`config.mk`:
```
export PLATFORM = sky130hd
export DESIGN_NAME = retransmit_slot_table_core_flat
export DESIGN_NICKNAME = d
export VERILOG_FILES = /design/src/hw/rtl/rstab_pkg.sv /design/src/hw/rtl/rstab_stream_if.sv /design/src/hw/rtl/rstab_match.sv /design/src/hw/rtl/retransmit_slot_table_core.sv /design/src/flat_wrapper.sv
export SDC_FILE = /design/constraint.sdc
export NUM_CORES = 1
export LEC_CHECK = 0
export BUFFER_PORTS_ARGS = -buffer_cell sky130_fd_sc_hd__clkbuf_2
export CORE_ASPECT_RATIO = 2
export CORE_UTILIZATION = 40
export DETAILED_ROUTE_END_ITERATION = 8
export MAX_ROUTING_LAYER = met4
export SLEW_MARGIN = 25
export SYNTH_ARGS = -nofsm -noshare
export SYNTH_HDL_FRONTEND = slang
export SYNTH_HIERARCHICAL = 1
export SYNTH_SLANG_ARGS = --single-unit
```
`constraint.sdc`:
```
create_clock -name clk_i -period 10.8 [get_ports clk_i]
set_clock_uncertainty 0.1 [all_clocks]
set_input_delay 1.08 -clock clk_i [delete_from_list [all_inputs] [get_ports clk_i]]
set_output_delay 1.08 -clock clk_i [all_outputs]
set_load 0.01 [all_outputs]
```
`src/hw/rtl/rstab_pkg.sv`:
```
package rstab_pkg;

  // Default table depth and cap on resends emitted by one tick
  localparam int unsigned SlotsDefault = 16;
  localparam int unsigned MaxResults   = 16;

  // Timeout register value after reset
  localparam logic [15:0] TimeoutReset = 16'd5;

  // Command codes
  localparam logic [2:0] CmdPush      = 3'd0;
  localparam logic [2:0] CmdFindSeq   = 3'd1;
  localparam logic [2:0] CmdFindFlags = 3'd2;
  localparam logic [2:0] CmdFindAny   = 3'd3;
  localparam logic [2:0] CmdPop       = 3'd4;
  localparam logic [2:0] CmdTick      = 3'd5;

  // Command transaction payload
  typedef struct packed {
    logic [2:0]  command;
    logic [15:0] seq_num;
    logic [7:0]  flag_bits;
    logic [15:0] payload_tag;
  } cmd_t;

  // Result transaction payload
  typedef struct packed {
    logic        hit;
    logic [15:0] out_seq;
    logic [7:0]  out_flags;
    logic [15:0] out_tag;
    logic        resend;
    logic        last;
  } res_t;

  // One slot as held in the table memory
  typedef struct packed {
    logic [15:0] seq;
    logic [7:0]  flags;
    logic [15:0] tag;
    logic [31:0] stamp;
  } slot_t;

endpackage

```
`src/hw/rtl/rstab_stream_if.sv`:
```
// Valid/ready channel carrying one payload per transaction
interface rstab_stream_if #(
  parameter type payload_t = logic
) ();
  logic     valid;
  logic     ready;
  payload_t data;

  modport source (output valid, output data, input ready);
  modport sink   (input valid, input data, output ready);
endinterface

```
`src/hw/rtl/rstab_match.sv`:
```
// Shared slot evaluator: equality compares and the 32-bit age compare
module rstab_match (
  input  logic [2:0]          command_i,
  input  logic [15:0]         seq_i,
  input  logic [7:0]          flags_i,
  input  rstab_pkg::slot_t    slot_i,
  input  logic                slot_valid_i,
  input  logic [31:0]         now_i,
  input  logic [15:0]         timeout_i,
  output logic                take_o
);
  import rstab_pkg::*;

  logic [31:0] age;
  logic        due;

  // Age wraps modulo 2^32
  assign age = now_i - slot_i.stamp;
  assign due = age > {16'd0, timeout_i};

  // Does this slot satisfy the current command
  always_comb begin
    case (command_i)
      CmdPush:      take_o = ~slot_valid_i;
      CmdFindSeq:   take_o = slot_valid_i && (slot_i.seq == seq_i);
      CmdFindFlags: take_o = slot_valid_i && (slot_i.flags == flags_i);
      CmdFindAny:   take_o = slot_valid_i;
      CmdPop:       take_o = slot_valid_i && (slot_i.seq == seq_i);
      CmdTick:      take_o = slot_valid_i && due;
      default:      take_o = 1'b0;
    endcase
  end

endmodule

```
`src/hw/rtl/retransmit_slot_table_core.sv`:
```
// Retransmit slot table: SLOTS outstanding-packet slots, each holding a sequence
// number, flags, payload tag and send stamp, scanned from index 0 upward one
// slot at a time (memory read, then compare in the shared match unit).
// The command port is ready only when the sequencer is idle. Push, find and pop
// stop at the first selected slot, or after the last slot on a miss. A tick
// walks all slots unless it stops early at the slot that gives its sixteenth
// resend. Every command also waits while the result port is stalled. A tick
// emits one result per due slot (at most 16, lowest indices first) and restamps
// each, or a single zero result if none is due; the last result of every
// command carries last. All slots are empty after reset; no clearing pass is
// needed. timeout_q resets to 5 and is written through cfg_i.
module retransmit_slot_table_core #(
  parameter int unsigned SLOTS = rstab_pkg::SlotsDefault
) (
  input  logic          clk_i,
  input  logic          rst_ni,
  rstab_stream_if.sink  cmd_i,
  rstab_stream_if.source res_o,
  rstab_stream_if.sink  cfg_i
);
  import rstab_pkg::*;

  localparam int unsigned IdxW = (SLOTS > 1) ? $clog2(SLOTS) : 1;
  localparam int unsigned CntW = $clog2(MaxResults + 1);

  localparam logic [1:0] StIdle  = 2'd0;
  localparam logic [1:0] StRead  = 2'd1;
  localparam logic [1:0] StCheck = 2'd2;
  localparam logic [1:0] StFlush = 2'd3;

  logic [1:0]      state_q, state_d;
  logic [IdxW-1:0] idx_q, idx_d;
  logic [CntW-1:0] n_q, n_d;
  cmd_t            req_q, req_d;
  logic [31:0]     now_q, now_d;
  logic [15:0]     timeout_q;
  logic [SLOTS-1:0] valid_q, valid_d;
  res_t            pend_q, pend_d;
  logic            res_valid_q, res_valid_d;
  res_t            res_data_q, res_data_d;

  slot_t           mem [SLOTS];
  slot_t           rd_q;
  logic            mem_we;
  slot_t           mem_wdata;
  logic            take;
  logic            out_free;

  assign cmd_i.ready = (state_q == StIdle);
  assign cfg_i.ready = 1'b1;
  assign res_o.valid = res_valid_q;
  assign res_o.data  = res_data_q;
  assign out_free    = ~res_valid_q | res_o.ready;

  // Slot memory: one write and one registered read per cycle at the scan index
  always_ff @(posedge clk_i) begin
    if (mem_we) begin
      mem[idx_q] <= mem_wdata;
    end
    rd_q <= mem[idx_q];
  end

  // Shared compare unit
  rstab_match u_match (
    .command_i    (req_q.command),
    .seq_i        (req_q.seq_num),
    .flags_i      (req_q.flag_bits),
    .slot_i       (rd_q),
    .slot_valid_i (valid_q[idx_q]),
    .now_i        (now_q),
    .timeout_i    (timeout_q),
    .take_o       (take)
  );

  // Sequencer
  always_comb begin
    state_d     = state_q;
    idx_d       = idx_q;
    n_d         = n_q;
    req_d       = req_q;
    now_d       = now_q;
    valid_d     = valid_q;
    pend_d      = pend_q;
    res_valid_d = res_valid_q & ~res_o.ready;
    res_data_d  = res_data_q;
    mem_we      = 1'b0;
    mem_wdata   = rd_q;

    case (state_q)
      StIdle: begin
        if (cmd_i.valid) begin
          req_d  = cmd_i.data;
          idx_d  = '0;
          n_d    = '0;
          pend_d = '0;
          // time advances before the tick scan
          if (cmd_i.data.command == CmdTick) begin
            now_d = now_q + 32'd1;
          end
          state_d = StRead;
        end
      end

      StRead: begin
        state_d = StCheck;
      end

      StCheck: begin
        if (take) begin
          case (req_q.command)
            CmdPush: begin
              mem_we          = 1'b1;
              mem_wdata.seq   = req_q.seq_num;
              mem_wdata.flags = req_q.flag_bits;
              mem_wdata.tag   = req_q.payload_tag;
              mem_wdata.stamp = now_q;
              valid_d[idx_q]  = 1'b1;
              pend_d.hit      = 1'b1;
              state_d         = StFlush;
            end
            CmdFindSeq, CmdFindFlags, CmdFindAny: begin
              pend_d.hit       = 1'b1;
              pend_d.out_seq   = rd_q.seq;
              pend_d.out_flags = rd_q.flags;
              pend_d.out_tag   = rd_q.tag;
              state_d          = StFlush;
            end
            CmdPop: begin
              valid_d[idx_q] = 1'b0;
              pend_d.hit     = 1'b1;
              state_d        = StFlush;
            end
            CmdTick: begin
              // a held resend goes out first, not marked last
              if (!pend_q.hit || out_free) begin
                if (pend_q.hit) begin
                  res_valid_d = 1'b1;
                  res_data_d  = pend_q;
                end
                mem_we           = 1'b1;
                mem_wdata.stamp  = now_q;
                pend_d.hit       = 1'b1;
                pend_d.out_seq   = rd_q.seq;
                pend_d.out_flags = rd_q.flags;
                pend_d.out_tag   = rd_q.tag;
                pend_d.resend    = 1'b1;
                pend_d.last      = 1'b0;
                n_d              = n_q + 1'b1;
                if (n_q == CntW'(MaxResults - 1) || idx_q == IdxW'(SLOTS - 1)) begin
                  state_d = StFlush;
                end else begin
                  idx_d   = idx_q + 1'b1;
                  state_d = StRead;
                end
              end
            end
            default: begin
              state_d = StFlush;
            end
          endcase
        end else if (idx_q == IdxW'(SLOTS - 1)) begin
          state_d = StFlush;
        end else begin
          idx_d   = idx_q + 1'b1;
          state_d = StRead;
        end
      end

      StFlush: begin
        // final result of the command; zero result on a miss
        if (out_free) begin
          res_valid_d     = 1'b1;
          res_data_d      = pend_q;
          res_data_d.last = 1'b1;
          state_d         = StIdle;
        end
      end

      default: begin
        state_d = StIdle;
      end
    endcase
  end

  // Control state
  always_ff @(posedge clk_i or negedge rst_ni) begin
    if (!rst_ni) begin
      state_q     <= StIdle;
      valid_q     <= '0;
      now_q       <= '0;
      timeout_q   <= TimeoutReset;
      res_valid_q <= 1'b0;
      n_q         <= '0;
      idx_q       <= '0;
    end else begin
      state_q     <= state_d;
      valid_q     <= valid_d;
      now_q       <= now_d;
      res_valid_q <= res_valid_d;
      n_q         <= n_d;
      idx_q       <= idx_d;
      if (cfg_i.valid && cfg_i.ready) begin
        timeout_q <= cfg_i.data;
      end
    end
  end

  // Payload registers
  always_ff @(posedge clk_i) begin
    req_q      <= req_d;
    pend_q     <= pend_d;
    res_data_q <= res_data_d;
  end

`ifndef SYNTHESIS
  a_tick_advances: assert property (@(posedge clk_i) disable iff (!rst_ni)
    (cmd_i.valid && cmd_i.ready && cmd_i.data.command == CmdTick)
      |=> (now_q == $past(now_q) + 32'd1))
    else $error("tick did not advance time by one");

  a_push_marks_valid: assert property (@(posedge clk_i) disable iff (!rst_ni)
    (state_q == StCheck && take && req_q.command == CmdPush)
      |=> valid_q[$past(idx_q)])
    else $error("pushed slot not marked valid");

  a_resend_cap: assert property (@(posedge clk_i) disable iff (!rst_ni)
    n_q <= CntW'(MaxResults))
    else $error("resend count above cap");

  a_write_in_check: assert property (@(posedge clk_i) disable iff (!rst_ni)
    mem_we |-> (state_q == StCheck))
    else $error("slot write outside compare step");
`endif

endmodule

```
`src/flat_wrapper.sv`:
```
// flat-port wrapper written by rule: the top's interface ports become plain ports
module retransmit_slot_table_core_flat import rstab_pkg::*;
#(
  parameter int unsigned SLOTS = rstab_pkg::SlotsDefault
)
  (clk_i, rst_ni, cmd_i_valid, cmd_i_data, cmd_i_ready, res_o_valid, res_o_data, res_o_ready, cfg_i_valid, cfg_i_data, cfg_i_ready);
  rstab_stream_if #(.payload_t(cmd_t)) cmd_i_i ();
  rstab_stream_if #(.payload_t(res_t)) res_o_i ();
  rstab_stream_if #(.payload_t(logic [15:0])) cfg_i_i ();
  input  logic clk_i;
  input  logic rst_ni;
  input wire logic [$bits(cmd_i_i.valid)-1:0] cmd_i_valid;
  input wire logic [$bits(cmd_i_i.data)-1:0] cmd_i_data;
  output wire logic [$bits(cmd_i_i.ready)-1:0] cmd_i_ready;
  output wire logic [$bits(res_o_i.valid)-1:0] res_o_valid;
  output wire logic [$bits(res_o_i.data)-1:0] res_o_data;
  input wire logic [$bits(res_o_i.ready)-1:0] res_o_ready;
  input wire logic [$bits(cfg_i_i.valid)-1:0] cfg_i_valid;
  input wire logic [$bits(cfg_i_i.data)-1:0] cfg_i_data;
  output wire logic [$bits(cfg_i_i.ready)-1:0] cfg_i_ready;
  assign cmd_i_i.valid = cmd_i_valid;
  assign cmd_i_i.data = cmd_i_data;
  assign cmd_i_ready = cmd_i_i.ready;
  assign res_o_valid = res_o_i.valid;
  assign res_o_data = res_o_i.data;
  assign res_o_i.ready = res_o_ready;
  assign cfg_i_i.valid = cfg_i_valid;
  assign cfg_i_i.data = cfg_i_data;
  assign cfg_i_ready = cfg_i_i.ready;
  retransmit_slot_table_core #(.SLOTS(SLOTS)) u_core (.clk_i(clk_i), .rst_ni(rst_ni), .cmd_i(cmd_i_i), .res_o(res_o_i), .cfg_i(cfg_i_i));
endmodule
```
Yosys cells after proc, flatten, opt, wreduce, memory -nomap -nowiden
Memory sizes are Yosys's and may differ from the RTL's. A register that Yosys moved wholly into a read port is not among the register bits.
Cells that the tools add are included.
{"block": "word_totals", "inputBits": 64, "output_inout_bits": 46, "n_memories": 1, "ram_bits": 1152, "wordCells": 146, "ff_bits": 205}
{"block": "classes", "n_reduce_logical": 24, "eq_ne": 27, "muxes": 56, "bitwise": 8, "add_sub_neg": 4, "magnitude_cmp": 3}
{"memory": "u_core.mem", "words": 16, "word_bits": 72, "read_ports": 1, "rd_clocked_by_memory_dff": 1, "write_ports": 1, "line_no": "retransmit_slot_table_core.sv:42", "rtl": "slot_t mem [SLOTS];"}
{"operator": "two-way mux 43 bit", "count": 8}
{"operator": "one-hot mux 43 bit (2 select lines)", "count": 2}
{"operator": "two-way mux 72 bit", "count": 2}
{"operator": "one-hot mux 40 bit (2 select lines)", "count": 1}
{"operator": "one-hot mux 32 bit (2 select lines)", "count": 1}
{"operator": "two-way mux 40 bit", "count": 1}
{"operator": "adder 32 x 1 -> 32 bit (second input constant)", "count": 1}
{"operator": "greater-than comparator 32 x 16 -> 1 bit", "count": 1}
{"operator": "two-way mux 32 bit", "count": 1}
{"operator": "one-hot mux 16 bit (2 select lines)", "count": 1}
{"operator": "subtractor 32 bit", "count": 1}
{"operator": "two-way mux 4 bit", "count": 6}
{"operator": "two-way mux 5 bit", "count": 4}
{"operator": "AND 16 bit", "count": 1}
{"operator": "== test 16 bit", "count": 1}
{"operator": "two-way mux 2 bit", "count": 8}
{"operator": "inverter 16 bit", "count": 1}
{"operator": "bitwise OR 16 bit", "count": 1}
{"operator": "!= test 3 bit (second input constant)", "count": 5}
{"operator": "AND reduction 5 bit", "count": 3}
{"operator": "two-way mux 1 bit", "count": 12}
{"operator": "AND reduction 6 bit", "count": 2}
{"operator": "one-hot mux 5 bit (2 select lines)", "count": 1}
{"operator": "== test 3 bit (second input constant)", "count": 3}
{"operator": "35 further kinds", "count": 54}

Longest topological paths before layout
Gate-level depths: netlist of the first run.
{"block": "depth", "ltp_word": 9, "depth_mapped": 26, "ltp_nobuf": 25}

Modules after synthesis
The synthesis of the first run kept the hierarchy.
{"module": "retransmit_slot_table_core", "seq_area_each_um2": 41782.6, "cells_each": 2275, "instances": 1, "area_per_inst_um2": 53430.0}
{"module": "rstab_match", "seq_area_each_um2": 0.0, "cells_each": 382, "instances": 1, "area_per_inst_um2": 2647.5}

Worst setup path after synthesis of the first run
Ideal clock, no wire load.
{"block": "synth_path", "path_kind": "reg2reg", "startpoint": "reg u_core.now_q[4]", "endpoint": "mem u_core/mem[0][0] (netlist name), enable pin", "setup_time_ns": 0.591, "t_arrival_ns": 8.993, "setup_slack_ns": 1.117, "stages_incl_launch_ff": 24, "required_ns": 10.109, "synth_period_minus_slack_ns": 9.683, "path_buffers": 2, "cell_sequence": "dfrtp_1 ha_1 a21o_1 a21oi_1 nand2_1 a21o_1 a21o_1 a21o_1 a21oi_1 xnor2_1 ha_1 and4_1 nand2_1 nor2_1 a221o_1 o21ai_0 o211ai_1 or4_1 nor4_2 a31oi_1 clkbuf_1 o211ai_1 buf_2 nor3_1"}
{"block": "synth_via", "elab_chain_cells": 8}
{"item": "start, declared", "line_no": "retransmit_slot_table_core.sv:35", "rtl": "logic [31:0] now_q, now_d;"}
{"item": "start signal, assigned", "line_no": "retransmit_slot_table_core.sv:198", "rtl": "now_q <= now_d;"}
{"item": "subtractor 32 bit", "line_no": "rstab_match.sv:18", "rtl": "assign age = now_i - slot_i.stamp;"}
{"item": "greater-than comparator 32 x 16 -> 1 bit", "line_no": "rstab_match.sv:19", "rtl": "assign due = age > {16'd0, timeout_i};"}
{"item": "logical AND 1 bit", "line_no": "rstab_match.sv:29", "rtl": "CmdTick: take_o = slot_valid_i && due;"}
{"item": "one-hot mux 1 bit (5 select lines)", "line_no": "rstab_match.sv:23", "rtl": "case (command_i)"}
{"item": "net u_core.take", "line_no": "retransmit_slot_table_core.sv:46", "rtl": "logic take;"}
{"item": "two-way mux 1 bit", "line_no": "retransmit_slot_table_core.sv:109", "rtl": "if (take) begin"}
{"item": "two-way mux 1 bit", "line_no": "retransmit_slot_table_core.sv:89", "rtl": "case (state_q)"}
{"item": "two-way mux 1 bit", "line_no": "retransmit_slot_table_core.sv:57", "rtl": "if (mem_we) begin"}
{"item": "two-way mux 1 bit (implied by the code)", "line_no": "retransmit_slot_table_core.sv:58", "rtl": "mem[idx_q] <= mem_wdata;"}
{"item": "end, declared", "line_no": "retransmit_slot_table_core.sv:42"}
The timed path passes the listed nets, and every way through them passes these cells.

Final worst setup path of the first run
{"block": "layout_path", "startpoint": "reg u_core.now_q[0]", "endpoint": "mem u_core/mem[0][62] (netlist name), enable pin"}
The elaborated chain is that of the path after synthesis.

==> results of run 1 <==
[cell usage after synthesis, drive strengths merged (3+ instances only)]
master   count  area share [%]
edfxtp    1280              69
mux4       365              15
mux2       108             2.2
dfrtp       74             3.3
dfxtp       72             2.6
inv         68            0.46
clkbuf      63            0.42
nand2       57            0.38
ha          54             1.2
buf         52            0.50
a21oi       48            0.44
and2        43            0.48
nor2        41            0.28
xnor2       40            0.62
xor2        39            0.61
nand3       26            0.23
o21ai       23            0.21
nor3        22            0.21
a21o        21            0.29
nand4       20            0.23
and3        18            0.20
nor4        18            0.35
mux2i        8            0.14
o21a         8            0.11
a31oi        6           0.067
or3          6           0.067
or4          6           0.094
and4         5           0.078
nor2b        5           0.056
o211ai       5           0.067
a221o        4           0.071
nand2b       4           0.045
o2111ai      4           0.062
a221oi       3           0.047
nand3b       3           0.040
o21bai       3           0.040
[worst max-delay path, stage by stage (launching register included)]
cell	delay (ps)
dfrtp_1	440
inv_1	60
ha_1	200
fa_1	420
nor2b_1	190
o2111ai_1	170
nand2_1	190
a21o_1	140
a21o_1	140
a21o_1	110
a21oi_1	70
xnor2_1	140
ha_1	300
and4_1	190
nand2_1	60
nor2_1	110
a221o_1	150
o21ai_0	170
o211ai_1	130
or4_1	140
nor4_2	50
a31oi_1	660
o211ai_1	260
buf_4	330
nor3_2	190
buf_4	600
buf_4	820
[state kept, by name (all words and copies together) (netlist names), named ones only]
signal and count:
u_core/n_q 5, u_core/res_o.data 43, u_core/now_q 32, u_core/res_o.valid 1, u_core/state_q 2, u_core/idx_q 4
u_core/rd_q 72, u_core/timeout_q 16, u_core/pend_q 42, u_core/req_q 43, u_core/mem 1152
[logic make-up (layout without fill, tap and decap cells)]
group / after synthesis / count (layout) / share of synthesized area [%]
AOI/OAI and AO/OA: 150 / 150 / 1.830
xor gates and xnor gates: 79 / 79 / 1.234
adders and majority gates: 55 / 55 / 1.241
buffers and inverters: 183 / 447 / 1.374
DFF: 1428 / 1428 / 74.51
muxes: 481 / 481 / 16.97
other: 1 / 6 / 0.006687
and+or+nand+nor: 280 / 280 / 2.836
[through the flow]
stage / instance area, sq um / util, % / worst slack [ps]
after floorplan: 56080 / - / 1117
after global placement: 58930 / 42.29 / 3645
after detailed placement: 58930 / 42.29 / 3740
after CTS: 62910 / 45.15 / 3690
after global routing: 62940 / 45.18 / 3308
final: 62950 / 45.18 / 3776
[final timing paths]
path	start	cells past startpoint	slack, ps	endpoint
worst max-delay path	u_core/now_q[0]	26	3780	u_core/mem[0][62]
worst min-delay path	rst_ni	1	190	u_core/timeout_q[13]
worst max register to register	u_core/now_q[0]	26	3780	u_core/mem[0][62]
worst min register to register	u_core/pend_q[10]	0	320	u_core/res_o.data[10]
max in group asynchronous	rst_ni	2	9320	u_core/idx_q[0]
min in group clk_i	u_core/pend_q[10]	0	320	u_core/res_o.data[10]
[metal layers]
metal	vias to the layer above	share of wire [%]	routed length, um	global-route usage (%)
met5	-	0	0	-
met4	0	3.0	4033	6.397
met3	205	4.2	5696	2.152
met2	768	55	73950	35.26
met1	14394	38	50870	23.01
li1	11230	-	-	-
[power groups by stage]
stage / Combinational, W / Sequential [W] / Clock (W)
final: 0.00348 / 0.00719 / 0.00441
after floorplan: 0.00264 / 0.00714 / 0
after CTS: 0.00354 / 0.00720 / 0.00451
after detailed placement: 0.00352 / 0.00731 / 0
after global placement: 0.00343 / 0.00731 / 0
after global routing: 0.00376 / 0.00722 / 0.00470
[final cells by class]
type	instances	area [sq um]
antenna	5	12.51
clock buffer	135	3089
clock inverter	87	890.9
fill	11774	76380
inverter	68	260.3
multi-input combinational	1046	13630
sequential	1428	41790
tap	1862	2330
timing repair buffer	157	943.4
==> run summary, run 1 <==
CORE AREA = 139300 sq um
clock group share of total power = 29.3%
most common cell after layout, fill and taps aside = edfxtp_1
final hold violations = 0
Syn Area/Cell = 21.11 sq um
min-delay worst type = in -> async
Slew headroom = 28.18%
logic gate share of total power = 23.1%
die area = 141800 sq um
Cell variety after synth = 77
Overflow after GRT = 0
pin count of the biggest net entering global routing = 103
TritonCTS clock tree = done
Post-synth EDFFs = 1280
vias = 26597
DRC violations left = 0
share of cells above drive strength 1 = 29.99%
vias in the first global route = 28779
Die Span Y = 531.5 um
post-CTS setup buffers = 0
Yosys reg bits = 1428
syn nets = 2776
Worst setup EP type = register
H-tree Lvls = 3
Final Setup Violations = 0
Seq pwr share = 47.7%
outcome = finished clean
CTS Sinks = 1428
Seq/Total Area, Yosys = 74.51%
dpl cells = 4560
most frequent cells in the layout = edfxtp_1 (1280), mux4_2 (365), clkbuf_16 (120)
CTS Buffer Depth = 3
WS Path Type = reg -> reg
Worst-Margin Slew = 1077 ps
# port buffers = 108
chip width = 266.8 um
maxcap violations = 0
dpl hpwl = 74540 um
Psw = 0.004201 W
Top FF cell, synth = edfxtp_1
Synth Instances = 2657
P_leak = 20.31 nW
final net count = 2937
final hold slack = 189.0 ps
part of the cycle the worst path needs = 65.04%
Antenna Nets Post-Route = 0
hold buffer count at cts = 0
Syn. warnings = 6
CP max FO = 42
Slew Limit Fails = 0
Layout area overhead = 12.25%
first-pass GRT wire length = 196400 um
pwr dens = 239.7 nW/um^2
num rows = 194
Final min period = 7024 ps
# resized after CTS = 0
clock-pin slew of the registers on the worst-case setup and hold paths = 70 ps
overall power = 0.01509 W
vias per cell = 5.555
Switching Share = 27.84%
initial antenna violation count = 4
Clock Latency Late Sink = 730 ps
Starting Density = 40.25%
setup TNS = 0 ps
startpoint types = register
fin cells = 4788
Max IR drop VDD = 0.0001656 V
RSZ-0062 raised after global routing = no
WP data required = 11030 ps
critical path data arrival time = 7260 ps
f_max = 142.4 MHz
Root Buffer = clkbuf_16
drt total wl = 134500 um
I/O pins = 110
Pre-antenna DRT Iters = 7
internal power = 0.01089 W
WL/cell = 28.10 um
Total GRT Usage = 19.73%
ys async rst share = 5.322%
CTS Buf Count = 117
initial drt markers = 2277
GPL Wtd Cong = 0.8985
Cell Area, Synth = 56080 sq um
Power figures use the tool's default switching activity.
==> run 2, diff against run 1 <==
Clock period 10.8 ns to 6.4 ns, I/O delays scaled along.
==> run 2 against run 1 <==
  * Final area grew 3.5%
  * Utilization grew 1.6 points
  * Critical path depth shrank 3
  * Critical path type unchanged
  * Clock-buffer cell count grew 8
  * Via count grew 2.8%
  * Fmax grew 14%
  * Register-to-register slack lost 3500 ps
  * Highest routed layer unchanged
  * Flip-flop and latch count is the same
  * Global-route usage grew 0.67 points
==> run summary, run 2 (synthesized netlist as in run 1, its figures left out) <==
outcome = finished clean
dpl hpwl = 86710 um
Root Buffer = clkbuf_16
WL/cell = 27.95 um
f_max = 162.0 MHz
Final Cell Area = 65150 sq um
# port buffers = 108
CP max FO = 16
Slew headroom = 28.42%
final net count = 3103
WS Path Type = reg -> reg
Final Setup Violations = 0
Die Span Y = 531.5 um
Layout area overhead = 16.18%
CTS Buf Count = 118
Pre-antenna DRT Iters = 7
final worst slack = 228.1 ps
num rows = 194
Worst setup EP type = register
RSZ-0062 raised after global routing = no
worst path cell trace = inv_1 -> ha_1 -> a21oi_1 -> o21ai_1 -> a221o_1 -> nor2_2 -> o21ai_0 -> buf_4 -> xor2_1 -> ha_1 -> a21o_1 -> a21o_1 -> a221o_1 -> o21ai_1 -> buf_4 -> o211ai_1 -> or4_1 -> nor4_2 -> a31oi_2 -> o211ai_1 -> buf_12 -> buf_12 -> mux2_2
CTS Sinks = 1428
Biggest register = u_core/mem
maxcap violations = 0
Worst Path Buf+Inv = 5
min-delay worst type = in -> reg
final hold violations = 0
critical path data arrival time = 6490 ps
setup TNS = 0 ps
Overflow after GRT = 0
Total GRT Usage = 20.40%
initial antenna violation count = 1
Max IR drop VDD = 0.0003403 V
Worst-Margin Slew = 1065 ps
vias = 27355
Starting Density = 40.25%
Place WS = 74.95 ps
chip width = 266.8 um
share of cells above drive strength 1 = 32.47%
pwr dens = 395.3 nW/um^2
Largest register FFs = 1152
die area = 141800 sq um
cell family with most CP delay = compound AO/OA/AOI/OAI gates
most common cell after layout, fill and taps aside = edfxtp_1
drt total wl = 138300 um
startpoint types = register
Antenna Nets Post-Route = 0
pin count of the biggest net entering global routing = 102
most frequent cells in the layout = edfxtp_1 (1280), mux4_2 (365), clkbuf_16 (120)
clock-pin slew of the registers on the worst-case setup and hold paths = 70 ps
Clock Latency Late Sink = 730 ps
DP Area = 60550 sq um
first-pass GRT wire length = 202900 um
CORE AREA = 139300 sq um
I/O pins = 110
WP data required = 6710 ps
GPL Wtd Cong = 0.9592
CP max-delay cell = or4_1
DRC violations left = 0
Slew Limit Fails = 0
Final min period = 6172 ps
P_leak = 21.44 nW
initial drt markers = 2390
part of the cycle the worst path needs = 96.44%
Largest regs = u_core/mem (1152), u_core/rd_q (72)
biggest cell delay along the critical path = 490 ps
CTS Buffer Depth = 3
vias in the first global route = 29364
TritonCTS clock tree = done
H-tree Lvls = 3
vias per cell = 5.527
==> run 2: timing repair <==
action,CTS,global route
setup endpoints to repair,0,1609
hold endpoints to repair,69,0
gates resized for setup,0,3
hold buffers,46,0
buffers inserted,0,0
==> run 2: routing by layer <==
| layer | track usage, % | vias to the layer above | wire length [um] |
|---|---|---|---|
| li1 | - | 11569 | - |
| met1 | 24.17 | 14862 | 53880 |
| met2 | 35.62 | 708 | 74170 |
| met3 | 2.208 | 216 | 5134 |
| met4 | 7.615 | 0 | 5141 |
| met5 | - | - | 0 |
==> run 2: final timing paths <==
path                                   from                   end  slack (ps)  cells past startpoint
setup / recovery             u_core/rd_q[8]     u_core/mem[4][24]         230                     23
hold / removal                cmd_i_data[9]       u_core/req_q[9]          60                      1
setup reg to reg             u_core/rd_q[8]     u_core/mem[4][24]         230                     23
hold reg to reg            u_core/pend_q[1]  u_core/res_o.data[1]         320                      0
max in group asynchronous            rst_ni       u_core/idx_q[1]        4770                      3
min in group asynchronous            rst_ni  u_core/timeout_q[14]         280                      2
==> run 2: area by class of cell <==
type | count | area (sq um)
antenna | 1 | 2.502
clock buffer | 143 | 3139
clock inverter | 79 | 984.7
fill | 11493 | 74180
inverter | 68 | 260.3
multi-input combinational | 1046 | 13670
sequential | 1428 | 41790
tap | 1862 | 2330
timing repair buffer | 322 | 2973
==> run 2: worst reg2reg max path: stages (launching register included) <==
cell	delay, ps
dfxtp_1	350
inv_1	90
ha_1	480
a21oi_1	210
o21ai_1	130
a221o_1	370
nor2_2	100
o21ai_0	120
buf_4	150
xor2_1	130
ha_1	290
a21o_1	160
a21o_1	170
a221o_1	340
o21ai_1	310
buf_4	180
o211ai_1	70
or4_1	490
nor4_2	300
a31oi_2	240
o211ai_1	220
buf_12	210
buf_12	180
mux2_2	480
==> run 2: metrics by stage <==
step                hold WS, ps  total power, W  util, %  cells
floorplan                 244.4         0.01650        -   2657
global placement          304.0         0.01813    43.46   4680
detailed placement        305.2         0.01831    43.46   4680
CTS                       1.049         0.02603    46.75   4948
global route              45.68         0.02675    46.76   4949
finish                    57.30         0.02575    46.76   4949
==> run 2: power breakdown <==
part	switching, W	leakage (nW)	total, W	internal [W]
registers	0.000473	12.8	0.0121	0.0117
logic	0.00321	6.64	0.00590	0.00269
clock network	0.00337	2.03	0.00770	0.00433
==> run 3, diff against run 2 <==
Settings changed: HOLD_SLACK_MARGIN set to 0.08.
==> run 3 against run 2 <==
  * Clock power about the same
  * Total power hardly changed
  * Sequential share of layout area down 0.14 points
  * Register-to-register slack improved by 60 ps
  * Wire length barely moved
  * Combinational power hardly changed
  * Via count is 0.14% higher
  * Highest routed layer unchanged
  * Setup slack improved by 57 ps
  * Fmax rose by 0.93%
  * Flip-flop and latch count is the same
  * First-iteration DRC count down 4.9%
  * Global-route usage hardly changed
==> run summary, run 3 (synthesized netlist as in run 1, its figures left out) <==
met3 Use GR = 2.194%
Final Setup Violations = 0
min-delay worst type = in -> reg
pin count of the biggest net entering global routing = 102
initial antenna violation count = 1
post-CTS setup buffers = 0
vias per cell = 5.520
num rows = 194
CTS Sinks = 1428
vias = 27394
Largest regs = u_core/mem (1152), u_core/rd_q (72)
first-pass GRT wire length = 203000 um
GPL Wtd Cong = 0.9592
maxcap violations = 0
Most Used Layer, Global Route = met2
biggest cell delay along the critical path = 490 ps
Worst Path Buf+Inv = 5
WP data required = 6720 ps
drt total wl = 138200 um
die area = 141800 sq um
Worst R2R Setup Slack = 280 ps
CP max FO = 16
Hold Crit Depth = 3
final hold violations = 0
Total GRT Usage = 20.40%
overall power = 0.02575 W
share of cells above drive strength 1 = 32.32%
chip width = 266.8 um
FF-to-FF path depth = 23
final hold slack = 237.5 ps
critical path data arrival time = 6430 ps
critical path launch point = u_core/rd_q[8]
Worst-Margin Slew = 1053 ps
dpl hpwl = 86710 um
M2 GR Usage = 35.63%
most frequent cells in the layout = edfxtp_1 (1280), mux4_2 (365), clkbuf_16 (120)
vias in the first global route = 29407
DRC violations left = 0
Slew headroom = 29.24%
RR Endpoint = u_core/mem[4][24]
worst-case hold path end point = u_core/state_q[0]
R2R Path Start = u_core/rd_q[8]
Slew Limit Fails = 0
CP max-delay cell = or4_1
fill cell count = 11495
WS Path Type = reg -> reg
Root Buffer = clkbuf_16
DP Area = 60550 sq um
H-tree Lvls = 3
worst path cell trace = inv_1 -> ha_1 -> a21oi_1 -> o21ai_1 -> a221o_1 -> nor2_2 -> o21ai_0 -> buf_4 -> xor2_1 -> ha_1 -> a21o_1 -> a21o_1 -> a221o_1 -> o21ai_1 -> buf_4 -> o211ai_1 -> or4_1 -> nor4_2 -> a31oi_2 -> o211ai_1 -> buf_12 -> buf_12 -> mux2_2
Hold Crit Start = cmd_i_valid
Biggest register = u_core/mem
Die Span Y = 531.5 um
final net count = 3117
most common cell after layout, fill and taps aside = edfxtp_1
# port buffers = 108
CTS Buffer Depth = 3
WL/cell = 27.85 um
Final Cell Area = 65290 sq um
f_max = 163.5 MHz
TritonCTS clock tree = done
Antenna Nets Post-Route = 0
initial drt markers = 2272
Layout area overhead = 16.43%
Max IR drop VDD = 0.0003381 V
Clock Latency Late Sink = 730 ps
Util after Layout = 46.86%
Largest register FFs = 1152
met1 Use GR = 24.17%
Pre-antenna DRT Iters = 8
clock-pin slew of the registers on the worst-case setup and hold paths = 70 ps
CTS Buf Count = 118
RSZ-0062 raised after global routing = no
P_leak = 21.50 nW
pwr dens = 394.4 nW/um^2
CORE AREA = 139300 sq um
Starting Density = 40.25%
outcome = finished clean
startpoint types = register
Final min period = 6115 ps
part of the cycle the worst path needs = 95.55%
I/O pins = 110
Worst setup EP type = register
cell family with most CP delay = compound AO/OA/AOI/OAI gates
Overflow after GRT = 0
-- run 3: cell types whose count changed in the layout (fill, tap and decap cells not counted) --
cell / before / now
dlygate4sd3_1: 46 / 60
-- run 3: power by group --
part | switching, W | internal, W | leakage (nW)
clock | 0.00337 | 0.00433 | 2.03
combinational | 0.00320 | 0.00270 | 6.70
sequential | 0.000475 | 0.0117 | 12.8
total | 0.00705 | 0.0187 | 21.5
-- run 3: cell type report --
type | count | area (sq um) | area share [%]
clock inverters | 79 | 984.7 | 1.508
flip-flops and latches | 1428 | 41790 | 64.01
diodes | 1 | 2.502 | 0.003833
clock buffers | 143 | 3139 | 4.808
multi-input cells | 1046 | 13670 | 20.93
well taps | 1862 | 2330 | 3.568
inverters | 68 | 260.3 | 0.3986
repair buffers | 336 | 3113 | 4.768
-- run 3: how the worst max path moves through the flow --
stage	cells past startpoint	to	slack (ps)
2_1_floorplan	23	u_core/mem[12][0]	-1060
3_3_place_gp	26	u_core/mem[8][11]	-80
3_5_place_dp	23	u_core/mem[8][24]	70
4_1_cts	23	u_core/mem[4][24]	40
5_1_grt	26	u_core/mem[4][24]	20
6_report	23	u_core/mem[4][24]	280
-- run 3: through the flow --
stage / std cells / setup WS, ps / TNS [ps]
after floorplan: 2657 / -1062 / -312370
after global placement: 4680 / -82.59 / -4743
after detailed placement: 4680 / 74.95 / 0
after CTS: 4962 / 36.35 / 0
after global routing: 4963 / 24.63 / 0
final: 4963 / 284.9 / 0
-- run 3: what timing repair did --
item,CTS,global route
setup endpoints to repair,0,1609
hold endpoints to repair,84,0
resized for setup,0,3
hold buffers,60,0
-- run 3: metal layers --
metal	part of all wire [%]	vias up
li1	-	11606
met1	39	14784
met2	54	777
met3	4.1	227
met4	3.8	0
met5	0	-
-- run 3: worst register-to-register path, cell delays in order, from the launching register on --
cell      delay [ps]
dfxtp_1          350
inv_1             90
ha_1             480
a21oi_1          210
o21ai_1          120
a221o_1          370
nor2_2           100
o21ai_0          120
buf_4            150
xor2_1           130
ha_1             290
a21o_1           160
a21o_1           170
a221o_1          340
o21ai_1          270
buf_4            170
o211ai_1          70
or4_1            490
nor4_2           300
a31oi_2          240
o211ai_1         220
buf_12           210
buf_12           170
mux2_2           480
